`src/hdl/rei_pkg.sv`:
```
// ---------------------------------------------------------------------------
// Rotary encoder interface package
// Shared constants, register map and the quadrature step decoder.
// ---------------------------------------------------------------------------
`timescale 1ns / 1ps
`default_nettype none

package rei_pkg;

    // Width of the free-running microsecond timestamps.
    localparam int TIME_BITS = 48;

    // Speed numerator: half-steps per second scaled to detents per second.
    localparam int SPEED_NUM = 500000;
    localparam int QUO_BITS  = 19;

    // Field widths.
    localparam int POS_BITS   = 31;
    localparam int COUNT_BITS = 32;
    localparam int SPEED_BITS = 19;
    localparam int BAND_BITS  = 10;
    localparam int TMO_BITS   = 24;
    localparam int AVG_BITS   = 28;
    localparam int ADDR_BITS  = 5;
    localparam int DATA_BITS  = 32;

    // Request codes. The spare code is accepted and ignored.
    localparam logic [1:0] REQ_ENC   = 2'd0;
    localparam logic [1:0] REQ_BTN   = 2'd1;
    localparam logic [1:0] REQ_READ  = 2'd2;
    localparam logic [1:0] REQ_SPARE = 2'd3;

    // Register indexes (byte address divided by four).
    localparam logic [2:0] REG_INVERT   = 3'd0;
    localparam logic [2:0] REG_MEDIUM   = 3'd1;
    localparam logic [2:0] REG_FAST     = 3'd2;
    localparam logic [2:0] REG_BAND     = 3'd3;
    localparam logic [2:0] REG_STALE    = 3'd4;
    localparam logic [2:0] REG_DEBOUNCE = 3'd5;

    // Register reset values.
    localparam logic [SPEED_BITS-1:0] MEDIUM_RST   = SPEED_BITS'(80);
    localparam logic [SPEED_BITS-1:0] FAST_RST     = SPEED_BITS'(300);
    localparam logic [BAND_BITS-1:0]  BAND_RST     = BAND_BITS'(5);
    localparam logic [TMO_BITS-1:0]   STALE_RST    = TMO_BITS'(150000);
    localparam logic [TMO_BITS-1:0]   DEBOUNCE_RST = TMO_BITS'(20000);

    // Speed tiers.
    localparam logic [1:0] TIER_SLOW   = 2'd0;
    localparam logic [1:0] TIER_MEDIUM = 2'd1;
    localparam logic [1:0] TIER_FAST   = 2'd2;

    // Quadrature step results.
    localparam logic [1:0] STEP_NONE = 2'd0;
    localparam logic [1:0] STEP_UP   = 2'd1;
    localparam logic [1:0] STEP_DOWN = 2'd2;

    // Pins are packed as {A, B}. The forward order is 00, 10, 11, 01.
    function automatic logic [1:0] gray_step(input logic [1:0] prev, input logic [1:0] cur);
        logic [1:0] step;
        unique case ({prev, cur}) inside
            4'b0010, 4'b1011, 4'b1101, 4'b0100: step = STEP_UP;
            4'b0001, 4'b0111, 4'b1110, 4'b1000: step = STEP_DOWN;
            default:                            step = STEP_NONE;
        endcase
        return step;
    endfunction

endpackage

`default_nettype wire

```
`src/hdl/rotary_encoder_interface.sv`:
```
// ---------------------------------------------------------------------------
// Rotary encoder interface
// Quadrature decoder with a debounced push button and a smoothed speed
// estimate reported, with a speed tier, on each read request.
// ---------------------------------------------------------------------------
// Encoder and button beats are absorbed in the cycle they are accepted and
// can follow one another back to back. A read beat walks the sequencer through
// the age, interval, divide, average and finish steps, the finish step waiting
// only while an unclaimed result is held, and the sequencer is idle again for
// the next beat as the result is presented; the serial divider forms 500000 / edge interval.
// Reset (synchronous, active low) clears the state and restores register defaults.
`timescale 1ns / 1ps
`default_nettype none

module rotary_encoder_interface (
    input  wire logic                            i_clk,
    input  wire logic                            i_rst_n,
    // Event channel
    input  wire logic                            i_valid,
    output logic                                 o_ready,
    input  wire logic [1:0]                      i_req_type,
    input  wire logic                            i_pin_a,
    input  wire logic                            i_pin_b,
    input  wire logic                            i_pin_switch,
    input  wire logic [rei_pkg::TIME_BITS-1:0]   i_time_us,
    // Result channel
    output logic                                 o_valid,
    input  wire logic                            i_ready,
    output logic signed [rei_pkg::POS_BITS-1:0]  o_position,
    output logic                                 o_pressed,
    output logic                                 o_btn_event,
    output logic [rei_pkg::SPEED_BITS-1:0]       o_smooth_speed,
    output logic [1:0]                           o_speed_tier,
    // Configuration port
    input  wire logic                            psel,
    input  wire logic                            penable,
    input  wire logic                            pwrite,
    input  wire logic [rei_pkg::ADDR_BITS-1:0]   paddr,
    input  wire logic [rei_pkg::DATA_BITS-1:0]   pwdata,
    output logic [rei_pkg::DATA_BITS-1:0]        prdata,
    output logic                                 pready
);
    import rei_pkg::*;

    // Read sequencer states.
    localparam logic [2:0] S_IDLE = 3'd0;
    localparam logic [2:0] S_AGE  = 3'd1;
    localparam logic [2:0] S_INTV = 3'd2;
    localparam logic [2:0] S_DIV  = 3'd3;
    localparam logic [2:0] S_AVG  = 3'd4;
    localparam logic [2:0] S_FIN  = 3'd5;

    // ------------------------------------------------------------------
    // Configuration registers
    // ------------------------------------------------------------------
    logic                  r_invert;
    logic [SPEED_BITS-1:0] r_medium;
    logic [SPEED_BITS-1:0] r_fast;
    logic [BAND_BITS-1:0]  r_band;
    logic [TMO_BITS-1:0]   r_stale_time;
    logic [TMO_BITS-1:0]   r_debounce;
    logic                  w_cfg_wr;

    assign pready   = 1'b1;
    assign w_cfg_wr = psel && penable && pwrite;

    always_ff @(posedge i_clk) begin
        if (!i_rst_n) begin
            r_invert     <= 1'b0;
            r_medium     <= MEDIUM_RST;
            r_fast       <= FAST_RST;
            r_band       <= BAND_RST;
            r_stale_time <= STALE_RST;
            r_debounce   <= DEBOUNCE_RST;
        end else if (w_cfg_wr) begin
            unique case (paddr[4:2])
                REG_INVERT:   r_invert     <= pwdata[0];
                REG_MEDIUM:   r_medium     <= pwdata[SPEED_BITS-1:0];
                REG_FAST:     r_fast       <= pwdata[SPEED_BITS-1:0];
                REG_BAND:     r_band       <= pwdata[BAND_BITS-1:0];
                REG_STALE:    r_stale_time <= pwdata[TMO_BITS-1:0];
                REG_DEBOUNCE: r_debounce   <= pwdata[TMO_BITS-1:0];
                default: ;
            endcase
        end
    end

    always_comb begin
        unique case (paddr[4:2])
            REG_INVERT:   prdata = DATA_BITS'(r_invert);
            REG_MEDIUM:   prdata = DATA_BITS'(r_medium);
            REG_FAST:     prdata = DATA_BITS'(r_fast);
            REG_BAND:     prdata = DATA_BITS'(r_band);
            REG_STALE:    prdata = DATA_BITS'(r_stale_time);
            REG_DEBOUNCE: prdata = DATA_BITS'(r_debounce);
            default:      prdata = '0;
        endcase
    end

    // ------------------------------------------------------------------
    // Event intake. Encoder and button beats update state right at the
    // accepting edge; a read beat latches its timestamp and starts the
    // sequencer.
    // ------------------------------------------------------------------
    logic [2:0]            r_state;
    logic                  w_accept;
    logic [1:0]            w_cur_pins;
    logic [1:0]            w_step;
    logic [TIME_BITS-1:0]  w_btn_age;
    logic                  w_btn_level;

    logic [COUNT_BITS-1:0] r_edge_count;
    logic [1:0]            r_prev_pins;
    logic [TIME_BITS-1:0]  r_older_time;
    logic [TIME_BITS-1:0]  r_latest_time;
    logic [1:0]            r_edges_seen;
    logic                  r_btn_level;
    logic                  r_btn_flag;
    logic [TIME_BITS-1:0]  r_btn_time;
    logic [TIME_BITS-1:0]  r_now;

    assign o_ready     = (r_state == S_IDLE);
    assign w_accept    = i_valid && o_ready;
    assign w_cur_pins  = {i_pin_a, i_pin_b};
    assign w_step      = gray_step(r_prev_pins, w_cur_pins);
    assign w_btn_age   = i_time_us - r_btn_time;
    assign w_btn_level = ~i_pin_switch;

    // Result-side signals from the sequencer below.
    logic                  w_fin_go;

    always_ff @(posedge i_clk) begin
        if (!i_rst_n) begin
            r_edge_count  <= '0;
            r_prev_pins   <= '0;
            r_older_time  <= '0;
            r_latest_time <= '0;
            r_edges_seen  <= '0;
            r_btn_level   <= 1'b0;
            r_btn_flag    <= 1'b0;
            r_btn_time    <= '0;
        end else begin
            if (w_accept && i_req_type == REQ_ENC) begin
                r_prev_pins <= w_cur_pins;
                if (w_step != STEP_NONE) begin
                    r_edge_count  <= (w_step == STEP_UP) ? r_edge_count + 1'b1
                                                         : r_edge_count - 1'b1;
                    r_older_time  <= r_latest_time;
                    r_latest_time <= i_time_us;
                    if (r_edges_seen != 2'd2) begin
                        r_edges_seen <= r_edges_seen + 1'b1;
                    end
                end
            end
            // A button change counts only once the debounce window has passed.
            if (w_accept && i_req_type == REQ_BTN &&
                w_btn_age >= TIME_BITS'(r_debounce) && w_btn_level != r_btn_level) begin
                r_btn_level <= w_btn_level;
                r_btn_flag  <= 1'b1;
                r_btn_time  <= i_time_us;
            end
            // The read that reports the flag also clears it.
            if (w_fin_go) begin
                r_btn_flag <= 1'b0;
            end
        end
    end

    always_ff @(posedge i_clk) begin
        if (w_accept) begin
            r_now <= i_time_us;
        end
    end

    // ------------------------------------------------------------------
    // Read sequencer: age check, interval and position, serial division,
    // average update, then tier update and result hand-off.
    // ------------------------------------------------------------------
    logic                       r_stale;
    logic                       r_inst_ok;
    logic signed [POS_BITS-1:0] r_pos;
    logic [AVG_BITS-1:0]        r_avg;
    logic [1:0]                 r_tier;
    logic                       r_div_start;

    logic [TIME_BITS-1:0]       w_age;
    logic [TIME_BITS-1:0]       w_interval;
    logic [COUNT_BITS:0]        w_half_sum;
    logic signed [POS_BITS-1:0] w_half;
    logic signed [POS_BITS-1:0] w_pos;
    logic                       w_div_done;
    logic [QUO_BITS-1:0]        w_quotient;
    logic [SPEED_BITS-1:0]      w_inst;
    logic [AVG_BITS+1:0]        w_avg_sum;
    logic [SPEED_BITS-1:0]      w_speed;
    logic [SPEED_BITS:0]        w_speed_x;
    logic [1:0]                 w_tier;

    assign w_age      = r_now - r_latest_time;
    assign w_interval = r_latest_time - r_older_time;

    // Halve toward zero: add one to negative counts before the shift.
    assign w_half_sum = {r_edge_count[COUNT_BITS-1], r_edge_count}
                      + (COUNT_BITS + 1)'(r_edge_count[COUNT_BITS-1]);
    assign w_half     = w_half_sum[POS_BITS:1];

    // Negating the most negative half does not fit and saturates.
    always_comb begin
        if (!r_invert) begin
            w_pos = w_half;
        end else if (w_half == {1'b1, {(POS_BITS - 1){1'b0}}}) begin
            w_pos = {1'b0, {(POS_BITS - 1){1'b1}}};
        end else begin
            w_pos = -w_half;
        end
    end

    rei_div u_div (
        .i_clk      (i_clk),
        .i_rst_n    (i_rst_n),
        .i_start    (r_div_start),
        .i_divisor  (w_interval[QUO_BITS-1:0]),
        .o_done     (w_div_done),
        .o_quotient (w_quotient)
    );

    // Average in 1/256 units: (3 * avg + 256 * inst) / 4.
    assign w_inst    = r_inst_ok ? w_quotient : '0;
    assign w_avg_sum = (AVG_BITS + 2)'(r_avg) + (AVG_BITS + 2)'({r_avg, 1'b0})
                     + (AVG_BITS + 2)'({w_inst, 8'd0});
    assign w_speed   = r_avg[SPEED_BITS+7:8];
    assign w_speed_x = {1'b0, w_speed};

    // Tier hysteresis: compare with the band added on one side or the other.
    always_comb begin
        case (r_tier)
            TIER_SLOW: begin
                w_tier = (w_speed_x >= (SPEED_BITS + 1)'(r_medium) + (SPEED_BITS + 1)'(r_band))
                       ? TIER_MEDIUM : TIER_SLOW;
            end
            TIER_MEDIUM: begin
                if (w_speed_x + (SPEED_BITS + 1)'(r_band) < (SPEED_BITS + 1)'(r_medium)) begin
                    w_tier = TIER_SLOW;
                end else if (w_speed_x >=
                             (SPEED_BITS + 1)'(r_fast) + (SPEED_BITS + 1)'(r_band)) begin
                    w_tier = TIER_FAST;
                end else begin
                    w_tier = TIER_MEDIUM;
                end
            end
            default: begin
                w_tier = (w_speed_x + (SPEED_BITS + 1)'(r_band) < (SPEED_BITS + 1)'(r_fast))
                       ? TIER_MEDIUM : TIER_FAST;
            end
        endcase
    end

    // The last step waits only if the previous result is still unclaimed.
    assign w_fin_go = (r_state == S_FIN) && (!o_valid || i_ready);

    always_ff @(posedge i_clk) begin
        if (!i_rst_n) begin
            r_state     <= S_IDLE;
            r_div_start <= 1'b0;
            r_avg       <= '0;
            r_tier      <= TIER_SLOW;
        end else begin
            r_div_start <= 1'b0;
            unique case (r_state)
                S_IDLE: begin
                    if (w_accept && i_req_type == REQ_READ) begin
                        r_state <= S_AGE;
                    end
                end
                S_AGE: begin
                    r_state <= S_INTV;
                end
                S_INTV: begin
                    r_div_start <= 1'b1;
                    r_state     <= S_DIV;
                end
                S_DIV: begin
                    if (w_div_done) begin
                        r_state <= S_AVG;
                    end
                end
                S_AVG: begin
                    r_avg   <= r_stale ? '0 : w_avg_sum[AVG_BITS+1:2];
                    r_state <= S_FIN;
                end
                S_FIN: begin
                    if (w_fin_go) begin
                        r_tier  <= w_tier;
                        r_state <= S_IDLE;
                    end
                end
                default: r_state <= S_IDLE;
            endcase
        end
    end

    always_ff @(posedge i_clk) begin
        if (r_state == S_AGE) begin
            r_stale <= (r_edges_seen == 2'd0) || (w_age >= TIME_BITS'(r_stale_time));
        end
        if (r_state == S_INTV) begin
            r_inst_ok <= (r_edges_seen == 2'd2) && (w_interval != '0) &&
                         (w_interval[TIME_BITS-1:QUO_BITS] == '0);
            r_pos     <= w_pos;
        end
    end

    // ------------------------------------------------------------------
    // Output register: holds a finished result until the consumer takes it.
    // ------------------------------------------------------------------
    logic r_out_valid;

    always_ff @(posedge i_clk) begin
        if (!i_rst_n) begin
            r_out_valid <= 1'b0;
        end else if (w_fin_go) begin
            r_out_valid <= 1'b1;
        end else if (i_ready) begin
            r_out_valid <= 1'b0;
        end
    end

    always_ff @(posedge i_clk) begin
        if (w_fin_go) begin
            o_position     <= r_pos;
            o_pressed      <= r_btn_level;
            o_btn_event    <= r_btn_flag;
            o_smooth_speed <= w_speed;
            o_speed_tier   <= w_tier;
        end
    end

    assign o_valid = r_out_valid;

    // ------------------------------------------------------------------
    // Assertions
    // ------------------------------------------------------------------
    a_div_done_in_div: assert property (@(posedge i_clk) disable iff (!i_rst_n)
        w_div_done |-> r_state == S_DIV)
        else $error("divider finished outside the divide step");

    a_fin_gives_result: assert property (@(posedge i_clk) disable iff (!i_rst_n)
        w_fin_go |=> o_valid && r_state == S_IDLE)
        else $error("finished read did not present a result");

    a_tier_legal: assert property (@(posedge i_clk) disable iff (!i_rst_n)
        o_valid |-> o_speed_tier <= TIER_FAST)
        else $error("illegal speed tier on result");

    a_flag_cleared: assert property (@(posedge i_clk) disable iff (!i_rst_n)
        w_fin_go |=> !r_btn_flag)
        else $error("button change flag survived its read");

endmodule

`default_nettype wire

```
`src/hdl/rei_div.sv`:
```
// ---------------------------------------------------------------------------
// Rotary encoder speed divider
// Restoring divider that forms the speed numerator over a narrow divisor,
// one quotient bit per cycle.
// ---------------------------------------------------------------------------
`timescale 1ns / 1ps
`default_nettype none

module rei_div (
    input  wire logic                         i_clk,
    input  wire logic                         i_rst_n,
    input  wire logic                         i_start,
    input  wire logic [rei_pkg::QUO_BITS-1:0] i_divisor,
    output logic                              o_done,
    output logic [rei_pkg::QUO_BITS-1:0]      o_quotient
);
    import rei_pkg::*;

    localparam int CNT_W = $clog2(QUO_BITS);
    localparam logic [QUO_BITS-1:0] NUM = QUO_BITS'(SPEED_NUM);

    logic                r_busy;
    logic                r_done;
    logic [CNT_W-1:0]    r_cnt;
    logic [QUO_BITS-1:0] r_rem;
    logic [QUO_BITS-1:0] r_quo;
    logic [QUO_BITS-1:0] r_div;

    logic [QUO_BITS:0]   w_trial;
    logic [QUO_BITS:0]   w_diff;
    logic                w_ge;

    // Bring down the next numerator bit and try one subtraction.
    assign w_trial = {r_rem, NUM[r_cnt]};
    assign w_ge    = w_trial >= {1'b0, r_div};
    assign w_diff  = w_trial - {1'b0, r_div};

    always_ff @(posedge i_clk) begin
        if (!i_rst_n) begin
            r_busy <= 1'b0;
            r_done <= 1'b0;
        end else begin
            r_done <= 1'b0;
            if (i_start) begin
                r_busy <= 1'b1;
            end else if (r_busy && r_cnt == '0) begin
                r_busy <= 1'b0;
                r_done <= 1'b1;
            end
        end
    end

    always_ff @(posedge i_clk) begin
        if (i_start) begin
            r_cnt <= CNT_W'(QUO_BITS - 1);
            r_rem <= '0;
            r_quo <= '0;
            r_div <= i_divisor;
        end else if (r_busy) begin
            r_cnt <= r_cnt - 1'b1;
            r_rem <= w_ge ? w_diff[QUO_BITS-1:0] : w_trial[QUO_BITS-1:0];
            r_quo <= {r_quo[QUO_BITS-2:0], w_ge};
        end
    end

    assign o_done     = r_done;
    assign o_quotient = r_quo;

endmodule

`default_nettype wire
```
`config.mk`:
```
export PLATFORM = sky130hd
export DESIGN_NAME = rotary_encoder_interface
export DESIGN_NICKNAME = d
export VERILOG_FILES = /design/src/hdl/rei_pkg.sv /design/src/hdl/rotary_encoder_interface.sv /design/src/hdl/rei_div.sv
export SDC_FILE = /design/constraint.sdc
export NUM_CORES = 2
export LEC_CHECK = 0
export BUFFER_PORTS_ARGS = -buffer_cell sky130_fd_sc_hd__buf_2
export CAP_MARGIN = 20
export CORE_MARGIN = 4
export CORE_UTILIZATION = 54
export DETAILED_ROUTE_END_ITERATION = 6
export PLACE_DENSITY_LB_ADDON = 0.25
export RECOVER_POWER = 100
export SLEW_MARGIN = 20
export SYNTH_ARGS = -nofsm -noshare
export SYNTH_HDL_FRONTEND = slang
export SYNTH_SLANG_ARGS = --single-unit
```
`constraint.sdc`:
```
create_clock -name i_clk -period 6.85 [get_ports i_clk]
set_input_delay 1.0275 -clock i_clk [delete_from_list [all_inputs] [get_ports i_clk]]
set_output_delay 1.0275 -clock i_clk [all_outputs]
set_load 0.01 [all_outputs]
```
Word-level counts from Yosys, hierarchy flattened. Memory sizes are Yosys's and may differ from the RTL's. A register that Yosys moved wholly into a read port is not among the register bits. Index checks and enable logic that the tools add are counted.

Output and inout bits: 89. Word-level logic and storage cells: 155. Bits in read-only memories: 32. Bits in registers: 513. Memories kept: 1. Input bits: 97. Latch bits: 0. RAM bits: 0.

Reduce and logical (&&, ||, !) cells: 40. Shift operators: 0. Multiplexer cells: 26. Add/subtract/negate cells: 15. $mul: 0. Eq/ne operators: 29. Divide/modulo/power cells: 0. Bitwise logic cells: 2. Order comparisons: 8.

Memory list: (name not given) (depth 32, bits a word 1, rd ports 1, clocked after Yosys merged registers in 1, wr ports 0, RTL line rei_div.sv:34) `assign w_trial = {r_rem, NUM[r_cnt]};`.

Operators with widths (count): $pmux 24 s6 (1); $sub 48x48->48 (3); $ge 48x24->1 (2); $mux 31 (2); $add 19x10->20 (3); $reduce_bool 48->1 (1); $ge 19x20->1 (2); $lt 20x19->1 (2); $mux 19 (2); $add 32x1->32 const B (1); $add 32x2->32 (1); $mux 32 (1); $sub 32x1->32 const B (1); $eq 31x31->1 const B (1); $neg 31->31 (1); $add 28x29->30 (1); $add 30x27->30 (1); $logic_not 29->1 (1); $mux 28 (1); $ge 20x19->1 (1); $sub 19x19->19 (1); $pmux 3 s6 (1); $eq 4x4->1 const B (4); $reduce_and 2->1 (8); 30 further kinds (77).

Depth between registers and ports, before layout.
Depth after elaboration: 5. Gate-level depth with buffers: 28. Depth with buffers taken out: 28.

Modules after synthesis. Synthesis repeated with hierarchy kept, for this count alone.

Cells, all modules: 4579. Area total of the unflattened synthesis: 37498.5 um^2.

Modules (own cells, without submodules): rotary_encoder_interface (cells each 4186, instances 1, area an instance 33828.7 um^2, sequential area each 10339.9 um^2); rei_div (cells each 393, instances 1, area an instance 3669.8 um^2, sequential area each 1491.4 um^2).

Worst setup path after synthesis. No wires, ideal clock.

Kind: input to register. Start: input i_time_us[0] (netlist bit). End: register r_btn_time[27]. Data required time: 6.718 ns. Setup time: 0.132 ns. Stages on the path: 25. Arrival time: 5.382 ns. Path buffers: 2. Slack: 1.336 ns. Cell sequence: inv_1 > ha_1 > inv_1 > fa_1 > a21oi_1 > o211ai_1 > a31oi_1 > o21a_1 > o21ai_0 > a21oi_1 > nor2b_1 > nor2_1 > xnor2_1 > ha_1 > a21o_1 > a211oi_1 > nor2_1 > a211oi_1 > nand4_1 > or4_4 > or3_4 > buf_6 > buf_6 > o211ai_2 > a21oi_1.

Cells in the longest elaborated chain, start to end: 4.

Ends and longest elaborated chain: start, declared (RTL line rotary_encoder_interface.sv:25) `input wire logic [rei_pkg::TIME_BITS-1:0] i_time_us,`; $sub 48x48->48 (RTL line rotary_encoder_interface.sv:126) `assign w_btn_age = i_time_us - r_btn_time;`; $ge 48x24->1 (RTL line rotary_encoder_interface.sv:157) `w_btn_age >= TIME_BITS'(r_debounce) && w_btn_level != r_btn_level) begin`; $logic_and 1x1->1 (RTL line rotary_encoder_interface.sv:156) `if (w_accept && i_req_type == REQ_BTN &&`; $logic_and 1x1->1 (RTL line rotary_encoder_interface.sv:157); end signal, assigned (RTL line rotary_encoder_interface.sv:160) `r_btn_time <= i_time_us;`; end, declared (RTL line rotary_encoder_interface.sv:119) `logic [TIME_BITS-1:0] r_btn_time;`.

Every way passes these cells. A chain may end at the register's enable or synchronous reset.

Worst setup path in the final report.
Start: register r_latest_time[2]. End: register r_stale, data pin.

Cells in the longest elaborated chain, start to end: 3.

Ends and longest elaborated chain: start, declared (RTL line rotary_encoder_interface.sv:115) `logic [TIME_BITS-1:0] r_latest_time;`; start signal, assigned (RTL line rotary_encoder_interface.sv:149) `r_latest_time <= i_time_us;`; $sub 48x48->48 (RTL line rotary_encoder_interface.sv:199) `assign w_age = r_now - r_latest_time;`; $ge 48x24->1 (RTL line rotary_encoder_interface.sv:304) `r_stale <= (r_edges_seen == 2'd0) || (w_age >= TIME_BITS'(r_stale_time));`; $logic_or 1x1->1 (RTL line rotary_encoder_interface.sv:304); end signal, assigned (RTL line rotary_encoder_interface.sv:304); end, declared (RTL line rotary_encoder_interface.sv:179) `logic r_stale;`.

Every way passes these cells.

==> PnR_summary.wiki <==
{| class="wikitable"
! Metric !! Value
|-
| Area grow syn2layout || 8.85%
|-
| Maximum clock frequency || 0.157 GHz
|-
| Routed length per instance || 19.1 µm
|-
| Vertical die dimension || 274 µm
|-
| Post-synthesis cell count || 4669
|-
| Final worst path period need || between 6000 and 7000 ps
|-
| CTS max path bufs || 3
|-
| Async set-or-reset flop fraction in the synthesized netlist || 0%
|-
| Number of buffers added to fix hold violations after cts || 0
|-
| Switching share of total power || a little under a third
|-
| Path type of the worst setup path || reg2reg
|-
| Cell leakage power || approximately 17 nW
|-
| Wire length of the first global-routing pass || approximately 170000 µm
|-
| Hold Vio Cnt, Final || 0
|-
| Sw Pwr || around 2.8 mW
|-
| Largest fanout on the critical path || 4
|-
| Fin Clk Skew || between 20 and 25 ps
|-
| Clock root buffer master || clkbuf_16
|-
| Commonest register cell after synthesis || dfxtp_1
|-
| Endpoint kind of the worst setup timing path || flip-flop
|-
| Post-layout net count || 5218
|-
| Antenna-violating nets left || 0
|-
| Starting DRC count in detailed routing || 2781
|-
| DRC violation count after routing || 0
|-
| Share of synthesized area occupied by flip-flops and latches || 31.1%
|-
| Weighted congestion reported at the end of routability-driven placement || 0.946
|-
| Number of CTS-inserted buffers || 58
|-
| Antenna violations before repair || 8
|-
| Vias in the first global route || about 31000
|-
| Setup repair after global routing missed its margin || false
|-
| IO Pins || about 190
|-
| Count of TritonRoute iterations in the first routing pass || 6
|-
| Share of final-layout standard cells stronger than drive strength 1 || approximately 4.9%
|-
| Commonest non-fill, non-tap cell in the layout || nand2_1
|-
| Met2 layer usage reported by global route || roughly 48%
|-
| Total chip power || 9.13 mW
|-
| Met3 Track Usage GR || between 3 and 4%
|-
| Slew HR || -188%
|-
| # clock sinks || slightly above 500
|-
| Routed Wire Length || around 110000 µm
|-
| Distinct cell type count after synthesis || 96
|-
| Data required time at the worst endpoint || 7210 ps
|-
| Most Used Layer, Global Route || met2
|-
| Combined area of all synthesized cells || between 30000 and 40000 µm²
|-
| Global router's overall resource usage || around 28%
|-
| Post-detailed-placement half-perimeter wirelength || around 82000 µm
|-
| Setup WS pre-CTS || 434 ps
|-
| Initial standard-cell utilization of the core || between 50% and 60%
|-
| Internal power || ~6.3 mW
|-
| Tcrit/Tclk final || roughly 93%
|-
| Arrival time at the worst endpoint || 6730 ps
|-
| Core ar. || around 70000 µm²
|-
| Met1 Use GR || between 30 and 40%
|-
| Setup TNS || 0 ps
|-
| Worst skew pair latency || 630 ps
|-
| Maximum number of pins on one net before global-route repair || 120
|-
| Avg Synthesized Cell Area || between 8 and 9 µm²
|-
| Die Area || roughly 75000 µm²
|-
| Pwr/cell area || between 200 and 250 nW/µm²
|-
| Most used cells in the layout excluding fill and tap cells || 639 x nand2_1, 504 x a21oi_1, 389 x ha_1, 359 x dfxtp_1, 353 x inv_1
|-
| Port-buffer cells || around 170
|-
| Result of the run || finished with violations
|-
| EDFF count, synth || between 150 and 200
|-
| Die extent in x || roughly 270 µm
|-
| Post-CTS setup buffer count || 0
|-
| Filler instances || 6448
|-
| CTS tree || done
|-
| Per-cell via count in the routed design || slightly below 6
|-
| Number of synthesis warnings || 0
|-
| Reg clk slew, reported paths || roughly 60 ps
|-
| Rows || 97
|-
| Pins Over Slew Limit || 491
|-
| Max-cap violations || 9
|-
| Total via count after detailed routing || 33509
|-
| Combinational group share of total power || approximately 24%
|-
| Portion of total power attributed to the clock network || between 30% and 40%
|-
| GR Overflow Total || 0
|-
| Final-report setup violation count || 0
|-
| Worst path setup slack after routing || 476 ps
|-
| Worst min path class || reg2reg
|-
| Maximum resistive drop on vdd || about 0.18 mV
|-
| Violated checks || capacitance limit, slew limit
|-
| Critical path startpoint category || flip-flop
|-
| Sequential group share of total power || between 30% and 40%
|-
| Worst Tran Pin Value || 4300 ps
|-
| CTS HTree Levels || 2
|-
| Flip-flop and latch count after synthesis || 514
|}
-- power groups by stage --
stage / combinational (mW) / sequential [mW] / clock, mW
after floorplan: 1.70 / 3.44 / 0
after global placement: 2.15 / 3.50 / 0
after detailed placement: 2.18 / 3.50 / 0
after CTS: 2.20 / 3.43 / 3.56
after global routing: 2.46 / 3.46 / 3.68
final: 2.20 / 3.44 / 3.49
-- what timing repair did --
item / CTS / global route
endpoints found under the setup margin: 0 / 1
gates resized for setup: 0 / 2
endpoints found under the hold margin: 0 / 0
-- registers in the layout, indices dropped and copies added, names as in the netlist, 24 cells and up --
signal,flops
r_pos,31
o_position,31
r_avg,28
r_latest_time,48
r_debounce,24
r_now,48
r_btn_time,48
r_stale_time,24
r_edge_count,32
r_older_time,48
-- metrics by stage --
stage	instance area, µm²	hold WS [ps]	util, %	instances
final	41400	413	59.3	5699
after global routing	41400	421	59.3	5698
after CTS	41700	417	59.6	5694
after detailed placement	39500	405	56.5	5584
after global placement	39500	403	56.5	5584
after floorplan	38100	399	-	4676
-- final cells by class --
cell class	instances	area (µm²)	area share, %
diodes	5	12.5	0.0302
clock buffers	77	1720	4.15
clock inverters	33	449	1.08
inverters	354	1330	3.21
multi-input cells	3573	24000	57.9
flip-flops and latches	514	11800	28.5
well taps	940	1180	2.84
repair buffers	203	908	2.19
-- layer usage --
| layer | vias to the layer above | share of wire, % |
|---|---|---|
| li1 | 16691 | - |
| met1 | 15691 | 43 |
| met2 | 932 | 47 |
| met3 | 195 | 5.6 |
| met4 | 0 | 3.9 |
| met5 | - | 0 |
-- final timing paths --
kind	startpoint	endpoint	slack (ps)	cells after the start
max	r_latest_time[2]	r_stale	480	23
min	r_pos[3]	o_position[3]	410	0
max reg2reg	r_latest_time[2]	r_stale	480	23
min reg2reg	r_pos[3]	o_position[3]	410	0
-- cells by family after synthesis --
kind of cell	share of synthesized area, %
AO/OA/AOI/OAI	22.6
XOR/XNOR	6.16
adder cells (fa/ha/maj)	14.3
buffers and inverters	6.03
flip-flops	31.1
multiplexers	2.41
other	0.0197
AND/OR/NAND/NOR	17.4
-- synth_stat cells, types with 51 or more instances --
master,number,area [µm²]
and2_1,51,319
clkbuf_1,187,702
edfxtp_1,154,4620
a21oi_1,504,2520
ha_1,389,4870
nand4_1,73,457
nor2_1,272,1020
xnor2_1,184,1610
inv_1,353,1330
a21o_1,156,1170
xor2_1,84,736
nor3_1,77,385
o211ai_1,65,488
nand3_1,84,420
nand2_1,640,2400
mux2i_1,86,861
o21ai_0,217,1090
dfxtp_1,360,7210
-- critical path, stage by stage (launching register included) --
cell	delay, ps
dfxtp_1	380
inv_1	60
ha_1	340
o21ai_0	160
a21oi_1	90
o311a_1	320
o41a_1	470
a21oi_1	250
o31a_1	250
o21ai_0	130
xnor2_1	200
ha_1	290
a211o_1	320
nor4_1	270
o2111ai_1	140
nor4_1	190
nand3_1	110
nor4_1	290
nand4_1	130
a311oi_1	350
o2111ai_1	200
a2111oi_2	480
o2111ai_1	170
or4_1	490
Note: power is estimated with default switching activity, not from simulation.
